## config.mk

```make
export PLATFORM = sky130hd
export DESIGN_NAME = bitmap_slot_allocator_flat
export DESIGN_NICKNAME = d
export VERILOG_FILES = /design/src/hdl/bsa_pkg.sv /design/src/hdl/bsa_req_if.sv /design/src/hdl/bsa_rsp_if.sv /design/src/hdl/bsa_map_ram.sv /design/src/hdl/bsa_divider.sv /design/src/hdl/bsa_ctrl.sv /design/src/hdl/bitmap_slot_allocator.sv /design/src/flat_wrapper.sv
export SDC_FILE = /design/constraint.sdc
export NUM_CORES = 1
export LEC_CHECK = 0
export BUFFER_PORTS_ARGS = -buffer_cell sky130_fd_sc_hd__buf_2
export CAP_MARGIN = 5
export CELL_PAD_IN_SITES_DETAIL_PLACEMENT = 0
export CELL_PAD_IN_SITES_GLOBAL_PLACEMENT = 1
export CORE_MARGIN = 1
export CORE_UTILIZATION = 50
export DETAILED_ROUTE_END_ITERATION = 10
export PLACE_DENSITY = 0.81
export SLEW_MARGIN = 20
export SYNTH_ARGS = -nofsm -noshare
export SYNTH_HDL_FRONTEND = slang
export SYNTH_SLANG_ARGS = --single-unit
```

## constraint.sdc

```tcl
create_clock -name clk_i -period 8.4 [get_ports clk_i]
set_input_delay 0.42 -clock clk_i [delete_from_list [all_inputs] [get_ports clk_i]]
set_output_delay 0.42 -clock clk_i [all_outputs]
set_load 0.01 [all_outputs]
```

## src/hdl/bsa_pkg.sv

```systemverilog
`timescale 1ns / 1ps
`default_nettype none

package bsa_pkg;

  // Pool geometry
  localparam int MAX_SLOTS = 256;
  localparam int WORD_W    = 32;
  localparam int BIT_W     = 5;
  localparam int MAP_WORDS = (MAX_SLOTS + WORD_W - 1) / WORD_W;
  localparam int WIDX_W    = (MAP_WORDS > 1) ? $clog2(MAP_WORDS) : 1;
  localparam int IDX_W     = WIDX_W + BIT_W;
  localparam int CAP_W     = $clog2(MAX_SLOTS + 1);

  // Field widths
  localparam int SLOT_CNT_W   = 9;
  localparam int SLOT_BYTES_W = 16;
  localparam int ADDR_W       = 32;
  localparam int COUNT_W      = 9;
  localparam int STATUS_W     = 3;
  localparam int ACTION_W     = 2;
  localparam int CFG_IDX_W    = 2;
  localparam int CFG_DATA_W   = 32;
  localparam int PROD_W       = IDX_W + SLOT_BYTES_W;

  localparam logic [WORD_W-1:0]       WORD_ONES      = 32'hFFFF_FFFF;
  localparam logic [COUNT_W-1:0]      COUNT_MAX      = '1;
  localparam logic [SLOT_CNT_W-1:0]   RST_SLOT_COUNT = 9'd256;
  localparam logic [SLOT_BYTES_W-1:0] RST_SLOT_BYTES = 16'd16;
  localparam logic [ADDR_W-1:0]       RST_BASE       = 32'd0;

  typedef enum logic [ACTION_W-1:0] {
    ACT_INIT  = 2'd0,
    ACT_ALLOC = 2'd1,
    ACT_FREE  = 2'd2
  } action_e;

  typedef enum logic [STATUS_W-1:0] {
    ST_ALLOC     = 3'd0,
    ST_EXHAUSTED = 3'd1,
    ST_FREED     = 3'd2,
    ST_NULL      = 3'd3,
    ST_RANGE     = 3'd4,
    ST_MISALIGN  = 3'd5,
    ST_DOUBLE    = 3'd6,
    ST_INIT      = 3'd7
  } status_e;

  typedef enum logic [CFG_IDX_W-1:0] {
    CFG_SLOT_COUNT   = 2'd0,
    CFG_SLOT_BYTES   = 2'd1,
    CFG_BASE_ADDRESS = 2'd2
  } cfg_idx_e;

  typedef enum logic [3:0] {
    S_SWEEP,
    S_IDLE,
    S_SCAN_RD,
    S_SCAN_CHK,
    S_MUL,
    S_ADD,
    S_DIV,
    S_FREE_CHK,
    S_EMIT
  } state_e;

  typedef struct packed {
    logic [SLOT_CNT_W-1:0]   slot_count;
    logic [SLOT_BYTES_W-1:0] slot_bytes;
    logic [ADDR_W-1:0]       base_address;
  } cfg_t;

  typedef struct packed {
    logic                    start;
    logic [ADDR_W-1:0]       dividend;
    logic [SLOT_BYTES_W-1:0] divisor;
  } div_req_t;

  typedef struct packed {
    logic                    done;
    logic [ADDR_W-1:0]       quotient;
    logic [SLOT_BYTES_W-1:0] remainder;
  } div_rsp_t;

  // Slot count clamped to what the map can hold
  function automatic logic [CAP_W-1:0] live_cap(logic [SLOT_CNT_W-1:0] sc);
    logic [CAP_W-1:0] r;
    if (int'(sc) > MAX_SLOTS) begin
      r = CAP_W'(MAX_SLOTS);
    end else begin
      r = CAP_W'(sc);
    end
    return r;
  endfunction

  localparam logic [CAP_W-1:0] RST_CAP = live_cap(RST_SLOT_COUNT);

  // Map word w after init with cap free slots
  function automatic logic [WORD_W-1:0] init_word(logic [CAP_W-1:0] cap,
                                                  logic [WIDX_W-1:0] w);
    int lo;
    int c;
    logic [WORD_W-1:0] r;
    lo = int'(w) * WORD_W;
    c  = int'(cap);
    if (c >= lo + WORD_W) begin
      r = WORD_ONES;
    end else if (c > lo) begin
      r = ~(WORD_ONES << BIT_W'(c - lo));
    end else begin
      r = '0;
    end
    return r;
  endfunction

  function automatic logic [BIT_W-1:0] lowest_bit(logic [WORD_W-1:0] m);
    logic [BIT_W-1:0] r;
    r = '0;
    for (int i = WORD_W - 1; i >= 0; i--) begin
      if (m[i]) r = BIT_W'(i);
    end
    return r;
  endfunction

endpackage

`default_nettype wire

```

## src/hdl/bsa_req_if.sv

```systemverilog
`timescale 1ns / 1ps
`default_nettype none

interface bsa_req_if;
  logic                          valid;
  logic                          ready;
  logic [bsa_pkg::ACTION_W-1:0]  action;
  logic [bsa_pkg::ADDR_W-1:0]    release_address;

  modport source (output valid, output action, output release_address, input ready);
  modport sink   (input valid, input action, input release_address, output ready);
endinterface

`default_nettype wire

```

## src/hdl/bsa_rsp_if.sv

```systemverilog
`timescale 1ns / 1ps
`default_nettype none

interface bsa_rsp_if;
  logic                          valid;
  logic                          ready;
  logic [bsa_pkg::STATUS_W-1:0]  status;
  logic [bsa_pkg::ADDR_W-1:0]    slot_address;
  logic [bsa_pkg::COUNT_W-1:0]   in_use;

  modport source (output valid, output status, output slot_address, output in_use,
                  input ready);
  modport sink   (input valid, input status, input slot_address, input in_use,
                  output ready);
endinterface

`default_nettype wire

```

## src/hdl/bsa_map_ram.sv

```systemverilog
`timescale 1ns / 1ps
`default_nettype none

module bsa_map_ram #(
  parameter int DEPTH = 8,
  parameter int WIDTH = 32,
  parameter int AW    = (DEPTH > 1) ? $clog2(DEPTH) : 1
) (
  input  wire logic             clk_i,
  input  wire logic             we_i,
  input  wire logic [AW-1:0]    waddr_i,
  input  wire logic [WIDTH-1:0] wdata_i,
  input  wire logic             re_i,
  input  wire logic [AW-1:0]    raddr_i,
  output logic      [WIDTH-1:0] rdata_o
);

  logic [WIDTH-1:0] mem [DEPTH];

  always_ff @(posedge clk_i) begin
    if (we_i) begin
      mem[waddr_i] <= wdata_i;
    end
  end

  always_ff @(posedge clk_i) begin
    if (re_i) begin
      rdata_o <= mem[raddr_i];
    end
  end

endmodule

`default_nettype wire

```

## src/hdl/bsa_divider.sv

```systemverilog
`timescale 1ns / 1ps
`default_nettype none

module bsa_divider (
  input  wire logic              clk_i,
  input  wire logic              rst_ni,
  input  wire bsa_pkg::div_req_t req_i,
  output bsa_pkg::div_rsp_t      rsp_o
);

  localparam int DW = bsa_pkg::ADDR_W;
  localparam int RW = bsa_pkg::SLOT_BYTES_W;
  localparam int CW = $clog2(DW);

  logic          busy_q;
  logic          done_q;
  logic [CW-1:0] cnt_q;
  logic [DW-1:0] dvd_q;
  logic [DW-1:0] quo_q;
  logic [RW-1:0] rem_q;
  logic [RW-1:0] dsr_q;

  logic [RW:0]   shifted;
  logic [RW:0]   diff;
  logic          fits;

  // One restoring step per cycle, quotient bit enters from the right
  always_comb begin
    shifted = {rem_q, dvd_q[DW-1]};
    diff    = shifted - {1'b0, dsr_q};
    fits    = shifted >= {1'b0, dsr_q};
  end

  always_ff @(posedge clk_i or negedge rst_ni) begin
    if (!rst_ni) begin
      busy_q <= 1'b0;
      done_q <= 1'b0;
      cnt_q  <= '0;
    end else begin
      done_q <= 1'b0;
      if (req_i.start) begin
        busy_q <= 1'b1;
        cnt_q  <= '0;
      end else if (busy_q) begin
        cnt_q <= cnt_q + CW'(1);
        if (cnt_q == CW'(DW - 1)) begin
          busy_q <= 1'b0;
          done_q <= 1'b1;
        end
      end
    end
  end

  always_ff @(posedge clk_i) begin
    if (req_i.start) begin
      dvd_q <= req_i.dividend;
      dsr_q <= req_i.divisor;
      rem_q <= '0;
      quo_q <= '0;
    end else if (busy_q) begin
      dvd_q <= {dvd_q[DW-2:0], 1'b0};
      rem_q <= fits ? diff[RW-1:0] : shifted[RW-1:0];
      quo_q <= {quo_q[DW-2:0], fits};
    end
  end

  assign rsp_o.done      = done_q;
  assign rsp_o.quotient  = quo_q;
  assign rsp_o.remainder = rem_q;

endmodule

`default_nettype wire

```

## src/hdl/bsa_ctrl.sv

```systemverilog
`timescale 1ns / 1ps
`default_nettype none

module bsa_ctrl (
  input  wire logic                                clk_i,
  input  wire logic                                rst_ni,
  input  wire bsa_pkg::cfg_t                       cfg_i,
  bsa_req_if.sink                                  req_i,
  bsa_rsp_if.source                                rsp_o,
  output logic                                     ram_we_o,
  output logic [bsa_pkg::WIDX_W-1:0]               ram_waddr_o,
  output logic [bsa_pkg::WORD_W-1:0]               ram_wdata_o,
  output logic                                     ram_re_o,
  output logic [bsa_pkg::WIDX_W-1:0]               ram_raddr_o,
  input  wire logic [bsa_pkg::WORD_W-1:0]          ram_rdata_i,
  output bsa_pkg::div_req_t                        div_req_o,
  input  wire bsa_pkg::div_rsp_t                   div_rsp_i
);

  localparam int WIDX_W  = bsa_pkg::WIDX_W;
  localparam int IDX_W   = bsa_pkg::IDX_W;
  localparam int CAP_W   = bsa_pkg::CAP_W;
  localparam int COUNT_W = bsa_pkg::COUNT_W;
  localparam int WORD_W  = bsa_pkg::WORD_W;
  localparam int BIT_W   = bsa_pkg::BIT_W;
  localparam int ADDR_W  = bsa_pkg::ADDR_W;
  localparam int PROD_W  = bsa_pkg::PROD_W;

  bsa_pkg::state_e  state_q, state_d;
  logic [WIDX_W-1:0] wcnt_q;
  logic [CAP_W-1:0]  sweep_cap_q;
  logic              sweep_init_q;
  logic [COUNT_W-1:0] used_q;
  logic [IDX_W-1:0]  idx_q;
  logic [PROD_W-1:0] prod_q;
  bsa_pkg::status_e  res_status_q;
  logic [ADDR_W-1:0] res_addr_q;
  logic              out_valid_q;
  bsa_pkg::status_e  out_status_q;
  logic [ADDR_W-1:0] out_addr_q;
  logic [COUNT_W-1:0] out_in_use_q;

  logic [CAP_W-1:0]  cap;
  int                scan_words;
  bsa_pkg::action_e  act;
  logic              accept;
  logic              sweep_last;
  logic              word_busy;
  logic [BIT_W-1:0]  low_b;
  logic [IDX_W-1:0]  scan_idx;
  logic              scan_over;
  logic              scan_last;
  logic              free_early;
  logic              div_bad;
  logic              bit_free;
  logic              emit_go;

  always_comb begin
    cap        = bsa_pkg::live_cap(cfg_i.slot_count);
    scan_words = (int'(cap) + WORD_W - 1) / WORD_W;
    act        = bsa_pkg::action_e'(req_i.action);
    accept     = req_i.valid && req_i.ready;
    sweep_last = wcnt_q == WIDX_W'(bsa_pkg::MAP_WORDS - 1);
    word_busy  = ram_rdata_i == '0;
    low_b      = bsa_pkg::lowest_bit(ram_rdata_i);
    scan_idx   = {wcnt_q, low_b};
    scan_over  = int'(scan_idx) >= int'(cap);
    scan_last  = int'(wcnt_q) + 1 >= scan_words;
    free_early = (req_i.release_address == '0) || (cfg_i.slot_bytes == '0);
    div_bad    = (div_rsp_i.quotient >= ADDR_W'(cap)) || (div_rsp_i.remainder != '0);
    bit_free   = ram_rdata_i[idx_q[BIT_W-1:0]];
    emit_go    = (state_q == bsa_pkg::S_EMIT) && (!out_valid_q || rsp_o.ready);
  end

  // Next state
  always_comb begin
    state_d = state_q;
    unique case (state_q)
      bsa_pkg::S_SWEEP: begin
        if (sweep_last) state_d = sweep_init_q ? bsa_pkg::S_EMIT : bsa_pkg::S_IDLE;
      end
      bsa_pkg::S_IDLE: begin
        if (accept) begin
          unique case (act)
            bsa_pkg::ACT_INIT:  state_d = bsa_pkg::S_SWEEP;
            bsa_pkg::ACT_ALLOC: state_d = (cap == '0) ? bsa_pkg::S_EMIT : bsa_pkg::S_SCAN_RD;
            bsa_pkg::ACT_FREE:  state_d = free_early ? bsa_pkg::S_EMIT : bsa_pkg::S_DIV;
            default:            state_d = bsa_pkg::S_IDLE;
          endcase
        end
      end
      bsa_pkg::S_SCAN_RD: state_d = bsa_pkg::S_SCAN_CHK;
      bsa_pkg::S_SCAN_CHK: begin
        if (!word_busy) begin
          state_d = scan_over ? bsa_pkg::S_EMIT : bsa_pkg::S_MUL;
        end else begin
          state_d = scan_last ? bsa_pkg::S_EMIT : bsa_pkg::S_SCAN_RD;
        end
      end
      bsa_pkg::S_MUL: state_d = bsa_pkg::S_ADD;
      bsa_pkg::S_ADD: state_d = bsa_pkg::S_EMIT;
      bsa_pkg::S_DIV: begin
        if (div_rsp_i.done) state_d = div_bad ? bsa_pkg::S_EMIT : bsa_pkg::S_FREE_CHK;
      end
      bsa_pkg::S_FREE_CHK: state_d = bsa_pkg::S_EMIT;
      bsa_pkg::S_EMIT: begin
        if (emit_go) state_d = bsa_pkg::S_IDLE;
      end
      default: state_d = bsa_pkg::S_IDLE;
    endcase
  end

  // Outputs toward the map memory, divider and request channel
  always_comb begin
    req_i.ready        = state_q == bsa_pkg::S_IDLE;
    ram_we_o           = 1'b0;
    ram_waddr_o        = wcnt_q;
    ram_wdata_o        = '0;
    ram_re_o           = 1'b0;
    ram_raddr_o        = wcnt_q;
    div_req_o.start    = 1'b0;
    div_req_o.dividend = req_i.release_address - cfg_i.base_address;
    div_req_o.divisor  = cfg_i.slot_bytes;
    unique case (state_q)
      bsa_pkg::S_SWEEP: begin
        ram_we_o    = 1'b1;
        ram_wdata_o = bsa_pkg::init_word(sweep_cap_q, wcnt_q);
      end
      bsa_pkg::S_IDLE: begin
        div_req_o.start = accept && (act == bsa_pkg::ACT_FREE) && !free_early;
      end
      bsa_pkg::S_SCAN_RD: ram_re_o = 1'b1;
      bsa_pkg::S_SCAN_CHK: begin
        // claim the lowest free bit
        ram_we_o    = !word_busy && !scan_over;
        ram_wdata_o = ram_rdata_i & ~(WORD_W'(1) << low_b);
      end
      bsa_pkg::S_DIV: begin
        ram_re_o    = div_rsp_i.done;
        ram_raddr_o = div_rsp_i.quotient[IDX_W-1:BIT_W];
      end
      bsa_pkg::S_FREE_CHK: begin
        ram_we_o    = !bit_free;
        ram_waddr_o = idx_q[IDX_W-1:BIT_W];
        ram_wdata_o = ram_rdata_i | (WORD_W'(1) << idx_q[BIT_W-1:0]);
      end
      default: ;
    endcase
  end

  always_ff @(posedge clk_i or negedge rst_ni) begin
    if (!rst_ni) begin
      state_q      <= bsa_pkg::S_SWEEP;
      wcnt_q       <= '0;
      sweep_cap_q  <= bsa_pkg::RST_CAP;
      sweep_init_q <= 1'b0;
      used_q       <= '0;
      out_valid_q  <= 1'b0;
    end else begin
      state_q <= state_d;
      unique case (state_q)
        bsa_pkg::S_SWEEP: begin
          wcnt_q <= sweep_last ? '0 : wcnt_q + WIDX_W'(1);
          if (sweep_last) used_q <= '0;
        end
        bsa_pkg::S_IDLE: begin
          wcnt_q <= '0;
          if (accept && act == bsa_pkg::ACT_INIT) begin
            sweep_cap_q  <= cap;
            sweep_init_q <= 1'b1;
          end
        end
        bsa_pkg::S_SCAN_CHK: begin
          if (word_busy && !scan_last) wcnt_q <= wcnt_q + WIDX_W'(1);
          if (!word_busy && !scan_over && used_q != bsa_pkg::COUNT_MAX) begin
            used_q <= used_q + COUNT_W'(1);
          end
        end
        bsa_pkg::S_FREE_CHK: begin
          if (!bit_free && used_q != '0) used_q <= used_q - COUNT_W'(1);
        end
        default: ;
      endcase
      if (emit_go) begin
        out_valid_q <= 1'b1;
      end else if (rsp_o.ready) begin
        out_valid_q <= 1'b0;
      end
    end
  end

  always_ff @(posedge clk_i) begin
    unique case (state_q)
      bsa_pkg::S_SWEEP: begin
        res_status_q <= bsa_pkg::ST_INIT;
        res_addr_q   <= '0;
      end
      bsa_pkg::S_IDLE: begin
        res_addr_q <= '0;
        if (act == bsa_pkg::ACT_ALLOC) begin
          res_status_q <= bsa_pkg::ST_EXHAUSTED;
        end else if (req_i.release_address == '0) begin
          res_status_q <= bsa_pkg::ST_NULL;
        end else begin
          res_status_q <= bsa_pkg::ST_RANGE;
        end
      end
      bsa_pkg::S_SCAN_CHK: begin
        res_status_q <= bsa_pkg::ST_EXHAUSTED;
        idx_q        <= scan_idx;
      end
      bsa_pkg::S_MUL: begin
        prod_q <= PROD_W'(idx_q) * PROD_W'(cfg_i.slot_bytes);
      end
      bsa_pkg::S_ADD: begin
        res_status_q <= bsa_pkg::ST_ALLOC;
        res_addr_q   <= cfg_i.base_address + ADDR_W'(prod_q);
      end
      bsa_pkg::S_DIV: begin
        idx_q <= div_rsp_i.quotient[IDX_W-1:0];
        if (div_rsp_i.quotient >= ADDR_W'(cap)) begin
          res_status_q <= bsa_pkg::ST_RANGE;
        end else begin
          res_status_q <= bsa_pkg::ST_MISALIGN;
        end
      end
      bsa_pkg::S_FREE_CHK: begin
        res_status_q <= bit_free ? bsa_pkg::ST_DOUBLE : bsa_pkg::ST_FREED;
      end
      default: ;
    endcase
    if (emit_go) begin
      out_status_q <= res_status_q;
      out_addr_q   <= res_addr_q;
      out_in_use_q <= used_q;
    end
  end

  assign rsp_o.valid        = out_valid_q;
  assign rsp_o.status       = out_status_q;
  assign rsp_o.slot_address = out_addr_q;
  assign rsp_o.in_use       = out_in_use_q;

endmodule

`default_nettype wire

```

## src/hdl/bitmap_slot_allocator.sv

```systemverilog
`timescale 1ns / 1ps
`default_nettype none

// Fixed-size slot allocator over a free-slot bitmap held in a small synchronous
// memory of MAP_WORDS 32-bit words (1 = free). One request is worked at a time;
// the result register lets the next request in while a response waits. After
// reset the map is filled by a pass over the MAP_WORDS words (8 at 256 slots)
// during which no request is taken. Init repeats the same fill pass. Allocate
// reads and checks the map word by word, then multiplies and adds when a slot
// is granted, and skips those steps when the scan finds no usable slot; free
// runs the radix-2 divider that turns the address offset into a slot index one
// quotient bit per cycle. Null and zero slot size frees and allocations from an
// empty pool answer without a scan or a divide.
module bitmap_slot_allocator (
  input  wire logic                             clk_i,
  input  wire logic                             rst_ni,
  input  wire logic                             cfg_we_i,
  input  wire logic [bsa_pkg::CFG_IDX_W-1:0]    cfg_idx_i,
  input  wire logic [bsa_pkg::CFG_DATA_W-1:0]   cfg_wdata_i,
  bsa_req_if.sink                               req_i,
  bsa_rsp_if.source                             rsp_o
);

  bsa_pkg::cfg_t     cfg_q;
  bsa_pkg::div_req_t div_req;
  bsa_pkg::div_rsp_t div_rsp;

  logic                         ram_we;
  logic [bsa_pkg::WIDX_W-1:0]   ram_waddr;
  logic [bsa_pkg::WORD_W-1:0]   ram_wdata;
  logic                         ram_re;
  logic [bsa_pkg::WIDX_W-1:0]   ram_raddr;
  logic [bsa_pkg::WORD_W-1:0]   ram_rdata;

  always_ff @(posedge clk_i or negedge rst_ni) begin
    if (!rst_ni) begin
      cfg_q.slot_count   <= bsa_pkg::RST_SLOT_COUNT;
      cfg_q.slot_bytes   <= bsa_pkg::RST_SLOT_BYTES;
      cfg_q.base_address <= bsa_pkg::RST_BASE;
    end else if (cfg_we_i) begin
      unique case (bsa_pkg::cfg_idx_e'(cfg_idx_i))
        bsa_pkg::CFG_SLOT_COUNT:
          cfg_q.slot_count <= cfg_wdata_i[bsa_pkg::SLOT_CNT_W-1:0];
        bsa_pkg::CFG_SLOT_BYTES:
          cfg_q.slot_bytes <= cfg_wdata_i[bsa_pkg::SLOT_BYTES_W-1:0];
        bsa_pkg::CFG_BASE_ADDRESS:
          cfg_q.base_address <= cfg_wdata_i[bsa_pkg::ADDR_W-1:0];
        default: ;
      endcase
    end
  end

  bsa_map_ram #(
    .DEPTH (bsa_pkg::MAP_WORDS),
    .WIDTH (bsa_pkg::WORD_W),
    .AW    (bsa_pkg::WIDX_W)
  ) u_map_ram (
    .clk_i   (clk_i),
    .we_i    (ram_we),
    .waddr_i (ram_waddr),
    .wdata_i (ram_wdata),
    .re_i    (ram_re),
    .raddr_i (ram_raddr),
    .rdata_o (ram_rdata)
  );

  bsa_divider u_divider (
    .clk_i  (clk_i),
    .rst_ni (rst_ni),
    .req_i  (div_req),
    .rsp_o  (div_rsp)
  );

  bsa_ctrl u_ctrl (
    .clk_i       (clk_i),
    .rst_ni      (rst_ni),
    .cfg_i       (cfg_q),
    .req_i       (req_i),
    .rsp_o       (rsp_o),
    .ram_we_o    (ram_we),
    .ram_waddr_o (ram_waddr),
    .ram_wdata_o (ram_wdata),
    .ram_re_o    (ram_re),
    .ram_raddr_o (ram_raddr),
    .ram_rdata_i (ram_rdata),
    .div_req_o   (div_req),
    .div_rsp_i   (div_rsp)
  );

endmodule

`default_nettype wire

```

## src/flat_wrapper.sv

```systemverilog
// flat-port wrapper written by rule: the top's interface ports become plain ports
module bitmap_slot_allocator_flat 
  (clk_i, rst_ni, cfg_we_i, cfg_idx_i, cfg_wdata_i, req_i_valid, req_i_action, req_i_release_address, req_i_ready, rsp_o_valid, rsp_o_status, rsp_o_slot_address, rsp_o_in_use, rsp_o_ready);
  bsa_req_if req_i_i ();
  bsa_rsp_if rsp_o_i ();
  input  wire logic clk_i;
  input  wire logic rst_ni;
  input  wire logic cfg_we_i;
  input  wire logic [bsa_pkg::CFG_IDX_W-1:0] cfg_idx_i;
  input  wire logic [bsa_pkg::CFG_DATA_W-1:0] cfg_wdata_i;
  input wire logic [$bits(req_i_i.valid)-1:0] req_i_valid;
  input wire logic [$bits(req_i_i.action)-1:0] req_i_action;
  input wire logic [$bits(req_i_i.release_address)-1:0] req_i_release_address;
  output wire logic [$bits(req_i_i.ready)-1:0] req_i_ready;
  output wire logic [$bits(rsp_o_i.valid)-1:0] rsp_o_valid;
  output wire logic [$bits(rsp_o_i.status)-1:0] rsp_o_status;
  output wire logic [$bits(rsp_o_i.slot_address)-1:0] rsp_o_slot_address;
  output wire logic [$bits(rsp_o_i.in_use)-1:0] rsp_o_in_use;
  input wire logic [$bits(rsp_o_i.ready)-1:0] rsp_o_ready;
  assign req_i_i.valid = req_i_valid;
  assign req_i_i.action = req_i_action;
  assign req_i_i.release_address = req_i_release_address;
  assign req_i_ready = req_i_i.ready;
  assign rsp_o_valid = rsp_o_i.valid;
  assign rsp_o_status = rsp_o_i.status;
  assign rsp_o_slot_address = rsp_o_i.slot_address;
  assign rsp_o_in_use = rsp_o_i.in_use;
  assign rsp_o_i.ready = rsp_o_ready;
  bitmap_slot_allocator u_core (.clk_i(clk_i), .rst_ni(rst_ni), .cfg_we_i(cfg_we_i), .cfg_idx_i(cfg_idx_i), .cfg_wdata_i(cfg_wdata_i), .req_i(req_i_i), .rsp_o(rsp_o_i));
endmodule
```

==> impl_metrics.env, run 1 <==
export IMPL_status="complete, no violations"
export IMPL_antenna_found_initial=1
export IMPL_first_global_vias=23500
export IMPL_cts_tree="built"
export IMPL_syn_avg_cell_area_sq_um=10.6
export IMPL_grt_setup_unrepaired="no"
export IMPL_grt_pass1_wl_microns=137000
export IMPL_ys_warn_count=0
export IMPL_numCtsBuffers=66
export IMPL_rrSetupSlack_ns=2.66
export IMPL_yosys_area_top_type_share_pct=41.3
export IMPL_fin_ws_ns=2.66
export IMPL_hold_start="cfg_wdata_i[28]"
export IMPL_vias=23700
export IMPL_place_ws_ns=2.66
export IMPL_dp_hpwl_microns=60500
export IMPL_first_pass_iters=6
export IMPL_drv_cap=0
export IMPL_post_cts_resize_count=0
export IMPL_num_rows=93
export IMPL_period_share_pct=68.3
export IMPL_die_y_microns=257
export IMPL_max_freq_mhz=174
export IMPL_numPortBuffers=118
export IMPL_clk_path_buf_depth=3
export IMPL_rr_startpoint="u_core.u_ctrl.idx_q[2]"
export IMPL_synth_flop_cell="edfxtp_1"
export IMPL_tightest_slew_ns=1.12
export IMPL_synth_edff_count=447
export IMPL_core_area_sq_um=64300
export IMPL_synth_cells=3071
export IMPL_nNetsFinal=3461
export IMPL_synthArstFlopShare_pct=15.5
export IMPL_synth_area_leaders="edfxtp_1 41%, dfrtp_1 6.8%, ha_1 5.9%, nand2_1 5.6%, fa_1 5.4%"
export IMPL_finClkSkew_ns=0.0237
export IMPL_ys_seq_area_share_pct=51.3
export IMPL_clock_sinks=586
export IMPL_finalSetupTns_ns=0
export IMPL_p_leak_uw=0.0149
export IMPL_synth_area_leader_cell="edfxtp_1"
export IMPL_gp_congestion=0.967
export IMPL_powerDensity_nw_per_um2=413
export IMPL_min_delay_path_class="input port to flop"
export IMPL_detail_route_antenna_nets=0
export IMPL_path_max_fanout=26
export IMPL_dieArea_sq_um=66000
export IMPL_slew_limit_headroom_pct=25.4
export IMPL_clk_pin_slew_ns=0.06
export IMPL_post_place_cells=3932
export IMPL_syn2layout_area_growth_pct=11.4
export IMPL_layoutNonFillerInstCount=4053
export IMPL_start_util_pct=50.5
export IMPL_critPathArrivalTime_ns=6.08
export IMPL_dieWidth_microns=257
export IMPL_clk_insertion_delay_late_ns=0.61
export IMPL_vdd_ir_drop_max_uv=384
export IMPL_drt_iter0_markers=2151
export IMPL_wirelength_microns=88000
export IMPL_grt_start_max_net_pins=82
export IMPL_cts_root_buf="clkbuf_16"
export IMPL_crit_start="u_core.u_ctrl.idx_q[2]"
export IMPL_synth_cell_area_sq_um=32500
export IMPL_ys_types=77
export IMPL_min_period_ns=5.74
export IMPL_postCtsSetupBuffers=0
export IMPL_synthesis_nets=3386
export IMPL_slew_violations=0
export IMPL_required_ns=8.74
export IMPL_setup_worst_path_start_class="flop"
export IMPL_vias_per_cell=5.86
export IMPL_htree_levels=3
export IMPL_drc=0
export IMPL_grt_overflow_total=0
export IMPL_setup_viol=0
export IMPL_grt_total_usage_pct=26.7
export IMPL_crit_path_end_kind="flop"
export IMPL_ys_ff_latch=586
export IMPL_final_hold_viol_count=0
export IMPL_critical_path_class="flop to flop"
export IMPL_layout_drive_gt1_share_pct=11.1
export IMPL_holdBufCountCts=1
export IMPL_wl_per_cell_microns=21.7
export IMPL_ioPinCount=119
-- registers in the layout, summed over array words and instances (netlist names), 24 cells and up --
signal	cells
u_core.cfg_q	57
u_core.u_divider.dvd_q	32
u_core.u_divider.quo_q	32
u_core.u_ctrl.rsp_o.slot_address	32
u_core.u_map_ram.mem	256
u_core.u_map_ram.rdata_o	32
u_core.u_ctrl.prod_q	24
u_core.u_ctrl.res_addr_q	32
-- synthesized netlist by cell type (all sizes together), types with 11 or more instances --
cell type  number
nor3b          11
o22ai          12
or4            12
and3           17
o21bai         12
and2           73
fa             88
clkbuf        126
a21o           41
edfxtp        447
o21ai         150
ha            154
nand4          14
nand3         199
nor3           40
xnor2          52
mux2           58
a21oi         139
o21a           27
or3            15
nand2b         32
nor4           37
dfrtp          88
nand2         485
dfxtp          48
a31oi          15
buf            22
inv           196
mux2i          38
o211ai         35
nor2b          25
xor2           30
a211oi         25
o31ai          18
nor2          182
-- logic make-up (layout without fill, tap and decap cells) --
family | Yosys count | in the layout | share of synthesized area, %
AOI/OAI and AO/OA | 550 | 550 | 10.8
and+or+nand+nor | 1161 | 1161 | 16.5
muxes | 106 | 106 | 3.90
xor gates and xnor gates | 82 | 82 | 2.21
adders and majority gates | 242 | 242 | 11.3
DFF | 586 | 586 | 51.3
buffers and inverters | 344 | 470 | 4.06
other | 0 | 1 | 0
-- through the flow --
stage / area [sq um] / utilization (%) / total power [uW] / hold slack, ns
floorplan: 32500 / - / 10100 / 0.124
global placement: 34000 / 52.8 / 11900 / 0.403
detailed placement: 34000 / 52.8 / 12100 / 0.405
CTS: 36200 / 56.3 / 15000 / 0.0288
global route: 36200 / 56.3 / 16000 / 0.0323
finish: 36200 / 56.3 / 15000 / 0.0552
-- report_power, final --
part | switching (uW) | internal (uW)
combinational | 4210 | 2520
sequential | 546 | 4750
clock | 1180 | 1740
total | 5940 | 9010
-- per-layer routing --
| layer | GRT usage [%] | routed length [microns] | vias up |
|---|---|---|---|
| li1 | - | - | 11100 |
| met1 | 35.8 | 37700 | 11700 |
| met2 | 45.0 | 42900 | 749 |
| met3 | 4.10 | 4990 | 155 |
| met4 | 7.71 | 2340 | 0 |
| met5 | 0.219 | 0 | - |
-- path summary, 6_finish.rpt --
kind | cells after the start | end
worst max-delay path | 18 | u_core.u_ctrl.prod_q[22]
worst min-delay path | 2 | u_core.cfg_q[28]
worst max register to register | 18 | u_core.u_ctrl.prod_q[22]
worst min register to register | 0 | u_core.u_ctrl.rsp_o.slot_address[24]
max in group asynchronous | 3 | u_core.u_divider.busy_q
min in group asynchronous | 2 | u_core.cfg_q[30]
-- cell usage in the layout (no fill, tap or decap), types with 17 or more instances in the layout --
cell	Yosys	routed
o31ai_1	17	17
nand2_1	485	485
o211ai_1	35	35
a21o_1	41	41
nand3_1	199	199
nor2b_1	25	25
and2_1	73	72
dfxtp_1	48	48
buf_4	0	37
nor3_1	40	38
xnor2_1	52	52
nor4_1	37	37
dfrtp_1	88	87
xor2_1	30	30
a21oi_1	139	132
o21a_1	27	27
nor2_1	182	180
o21ai_0	147	147
inv_1	196	193
fa_1	88	88
a211oi_1	25	24
mux2_2	58	58
edfxtp_1	447	447
buf_2	1	117
mux2i_1	38	38
ha_1	154	154
and3_1	17	17
clkbuf_16	0	68
nand2b_1	32	32
-- worst max-delay path: stages (launching register included) --
cell      delay [ns]
edfxtp_1        0.77
and2_1          0.31
fa_1            0.39
fa_1            0.55
inv_1           0.05
fa_1            0.46
fa_1            0.55
inv_1           0.05
ha_1            0.33
a21oi_1         0.08
o22ai_1         0.21
nor2b_1         0.09
o31a_1          0.29
o311ai_0        0.57
nor4_1          0.15
nor4_1          0.26
a21oi_1         0.09
a21oi_1         0.16
xor2_1          0.10
-- layout make-up --
class | instances | area [sq um]
Antenna cell | 1 | 2.50
Clock buffer | 83 | 1760
Clock inverter | 36 | 434
Fill cell | 5475 | 28100
Inverter | 196 | 737
Multi-Input combinational cell | 2141 | 14700
Sequential cell | 586 | 16700
Tap cell | 855 | 1070
Timing Repair Buffer | 155 | 873
Note: power is estimated with default switching activity, not from simulation.
==> run 2, diff against run 1 <==
clock period = 5.3 ns   (was 8.4 ns; I/O delays follow)
==> run 2 against run 1 <==
  * Sequential share of layout area down 1.2 points
  * First-iteration DRC count up 11%
  * Final cell count up 2.3%
  * Non-clock buffer count up 95
  * Design area up 2.6%
  * Global-route usage up 0.41 points
  * Wire length up 1.8%
  * Sequential power up 57%
  * Worst setup slack worse by 2.4 ns
  * Hold slack worse by 0.039 ns
  * Critical endpoint is now u_core.u_ctrl.prod_q[23]
  * Largest cell class unchanged
  * Highest routed layer unchanged
==> impl_metrics.env, run 2 (synthesized netlist as in run 1, its figures left out) <==
export IMPL_num_rows=93
export IMPL_largest_reg_flops=256
export IMPL_clk_pin_slew_ns=0.06
export IMPL_setup_worst_path_start_class="flop"
export IMPL_setup_viol=0
export IMPL_holdWs_ns=0.0160
export IMPL_syn2layout_area_growth_pct=14.3
export IMPL_critPathArrivalTime_ns=5.40
export IMPL_dr_wl_met3_microns=4540
export IMPL_vdd_ir_drop_max_uv=471
export IMPL_wl_met1_microns=39400
export IMPL_regMostFlops="u_core.u_map_ram.mem"
export IMPL_drt_iter0_markers=2378
export IMPL_dp_hpwl_microns=62800
export IMPL_slew_limit_headroom_pct=35.6
export IMPL_final_cell_mix="485 x nand2_1, 447 x edfxtp_1, 199 x nand3_1"
export IMPL_vias_per_cell=5.87
export IMPL_cts_tree="built"
export IMPL_numPortBuffers=118
export IMPL_holdPathStages=2
export IMPL_cts_root_buf="clkbuf_16"
export IMPL_min_period_ns=5.05
export IMPL_clock_sinks=586
export IMPL_grt_start_max_net_pins=129
export IMPL_layout_commonest_cell="nand2_1"
export IMPL_drc=0
export IMPL_grt_total_usage_pct=27.1
export IMPL_dieWidth_microns=257
export IMPL_top_layer_used="met4"
export IMPL_reg2reg_depth=15
export IMPL_required_ns=5.65
export IMPL_n_fill_cell=5410
export IMPL_powerDensity_nw_per_um2=655
export IMPL_dieArea_sq_um=66000
export IMPL_ioPinCount=119
export IMPL_gp_congestion=0.979
export IMPL_crit_path_end_kind="flop"
export IMPL_clk_path_buf_depth=3
export IMPL_p_leak_uw=0.0155
export IMPL_min_delay_path_class="input port to flop"
export IMPL_first_global_vias=23900
export IMPL_critical_path_class="flop to flop"
export IMPL_antenna_found_initial=1
export IMPL_path_max_fanout=8
export IMPL_die_y_microns=257
export IMPL_grt_pass1_wl_microns=138000
export IMPL_vias=24300
export IMPL_slew_violations=0
export IMPL_period_share_pct=95.3
export IMPL_drv_cap=0
export IMPL_finalSetupTns_ns=0
export IMPL_wl_per_cell_microns=21.6
export IMPL_first_pass_iters=6
export IMPL_start_util_pct=50.5
export IMPL_finClkSkew_ns=0.0248
export IMPL_wirelength_microns=89500
export IMPL_numCtsBuffers=67
export IMPL_max_freq_mhz=198
export IMPL_reg_largest_list="u_core.u_map_ram.mem: 256 flops, u_core.cfg_q: 57 flops"
export IMPL_wl_met2_microns=43200
export IMPL_core_area_sq_um=64300
export IMPL_placed_area_sq_um=34500
export IMPL_grt_overflow_total=0
export IMPL_p_total_uw=24300
export IMPL_detail_route_antenna_nets=0
export IMPL_layout_drive_gt1_share_pct=12.9
export IMPL_final_hold_viol_count=0
export IMPL_clk_insertion_delay_late_ns=0.61
export IMPL_status="complete, no violations"
export IMPL_final_area_sq_um=37100
export IMPL_tightest_slew_ns=0.966
export IMPL_htree_levels=3
export IMPL_nNetsFinal=3557
run 2: changes by cell type in the layout (fill, tap and decap cells not counted), sizes merged:
cell	change
clkinv	+3
dlygate4sd3	+26
clkbuf	+5
inv	-3
buf	+69
bufinv	-1
clkinvlp	-4
run 2: where the power goes:
| part | total, uW | internal (uW) | switching, uW |
|---|---|---|---|
| logic | 11400 | 4360 | 7010 |
| clock network | 4650 | 2760 | 1890 |
| registers | 8290 | 7520 | 774 |
| total | 24300 | 14600 | 9670 |
run 2: metrics by stage:
stage / worst slack (ns) / utilization, % / instances
after floorplan: -0.592 / - / 3071
after global placement: 0.0294 / 53.7 / 3988
after detailed placement: -0.0458 / 53.7 / 3988
after CTS: 0.0239 / 57.6 / 4143
after global routing: -0.0159 / 57.7 / 4148
final: 0.248 / 57.7 / 4148
run 2: worst paths after layout:
check | endpoint | from | slack (ns)
max | u_core.u_ctrl.prod_q[23] | u_core.u_ctrl.idx_q[4] | 0.25
min | u_core.cfg_q[2] | cfg_wdata_i[2] | 0.02
max reg2reg | u_core.u_ctrl.prod_q[23] | u_core.u_ctrl.idx_q[4] | 0.25
min reg2reg | u_core.u_ctrl.rsp_o.slot_address[24] | u_core.u_ctrl.res_addr_q[24] | 0.40
max in group asynchronous | u_core.u_ctrl.used_q[6] | rst_ni | 3.84
min in group asynchronous | u_core.cfg_q[25] | rst_ni | 0.23
run 2: worst max-delay path, cell delays in order (launching register included):
cell and delay (ns):
edfxtp_1 0.41, buf_4 0.19, and2_1 0.18, fa_1 0.55, fa_1 0.45, fa_1 0.53
fa_1 0.49, ha_1 0.22, or4_1 0.55, or3_1 0.34, nor3_2 0.18, nor2_1 0.10
a21oi_2 0.19, o2111ai_1 0.15, a21oi_1 0.19, xnor2_1 0.08
run 2: cell type report:
cell class	instances	area, sq um	area share [%]
diodes	1	2.50	0.00674
clock buffers	88	1820	4.89
clock inverters	31	367	0.987
inverters	196	737	1.98
multi-input cells	2141	14700	39.6
flip-flops and latches	586	16700	44.9
well taps	855	1070	2.88
repair buffers	250	1790	4.82
run 2: routing by layer:
metal	vias to the layer above	GRT usage (%)
met1	12100	37.1
met5	-	0
met4	0	7.62
met3	144	3.79
li1	11300	-
met2	780	45.2
run 2: repair_timing:
action,CTS,global route
resized for setup,0,5
setup buffers,10,3
endpoints found under the setup margin,3,5
hold buffers,26,1
hold endpoints to repair,75,1
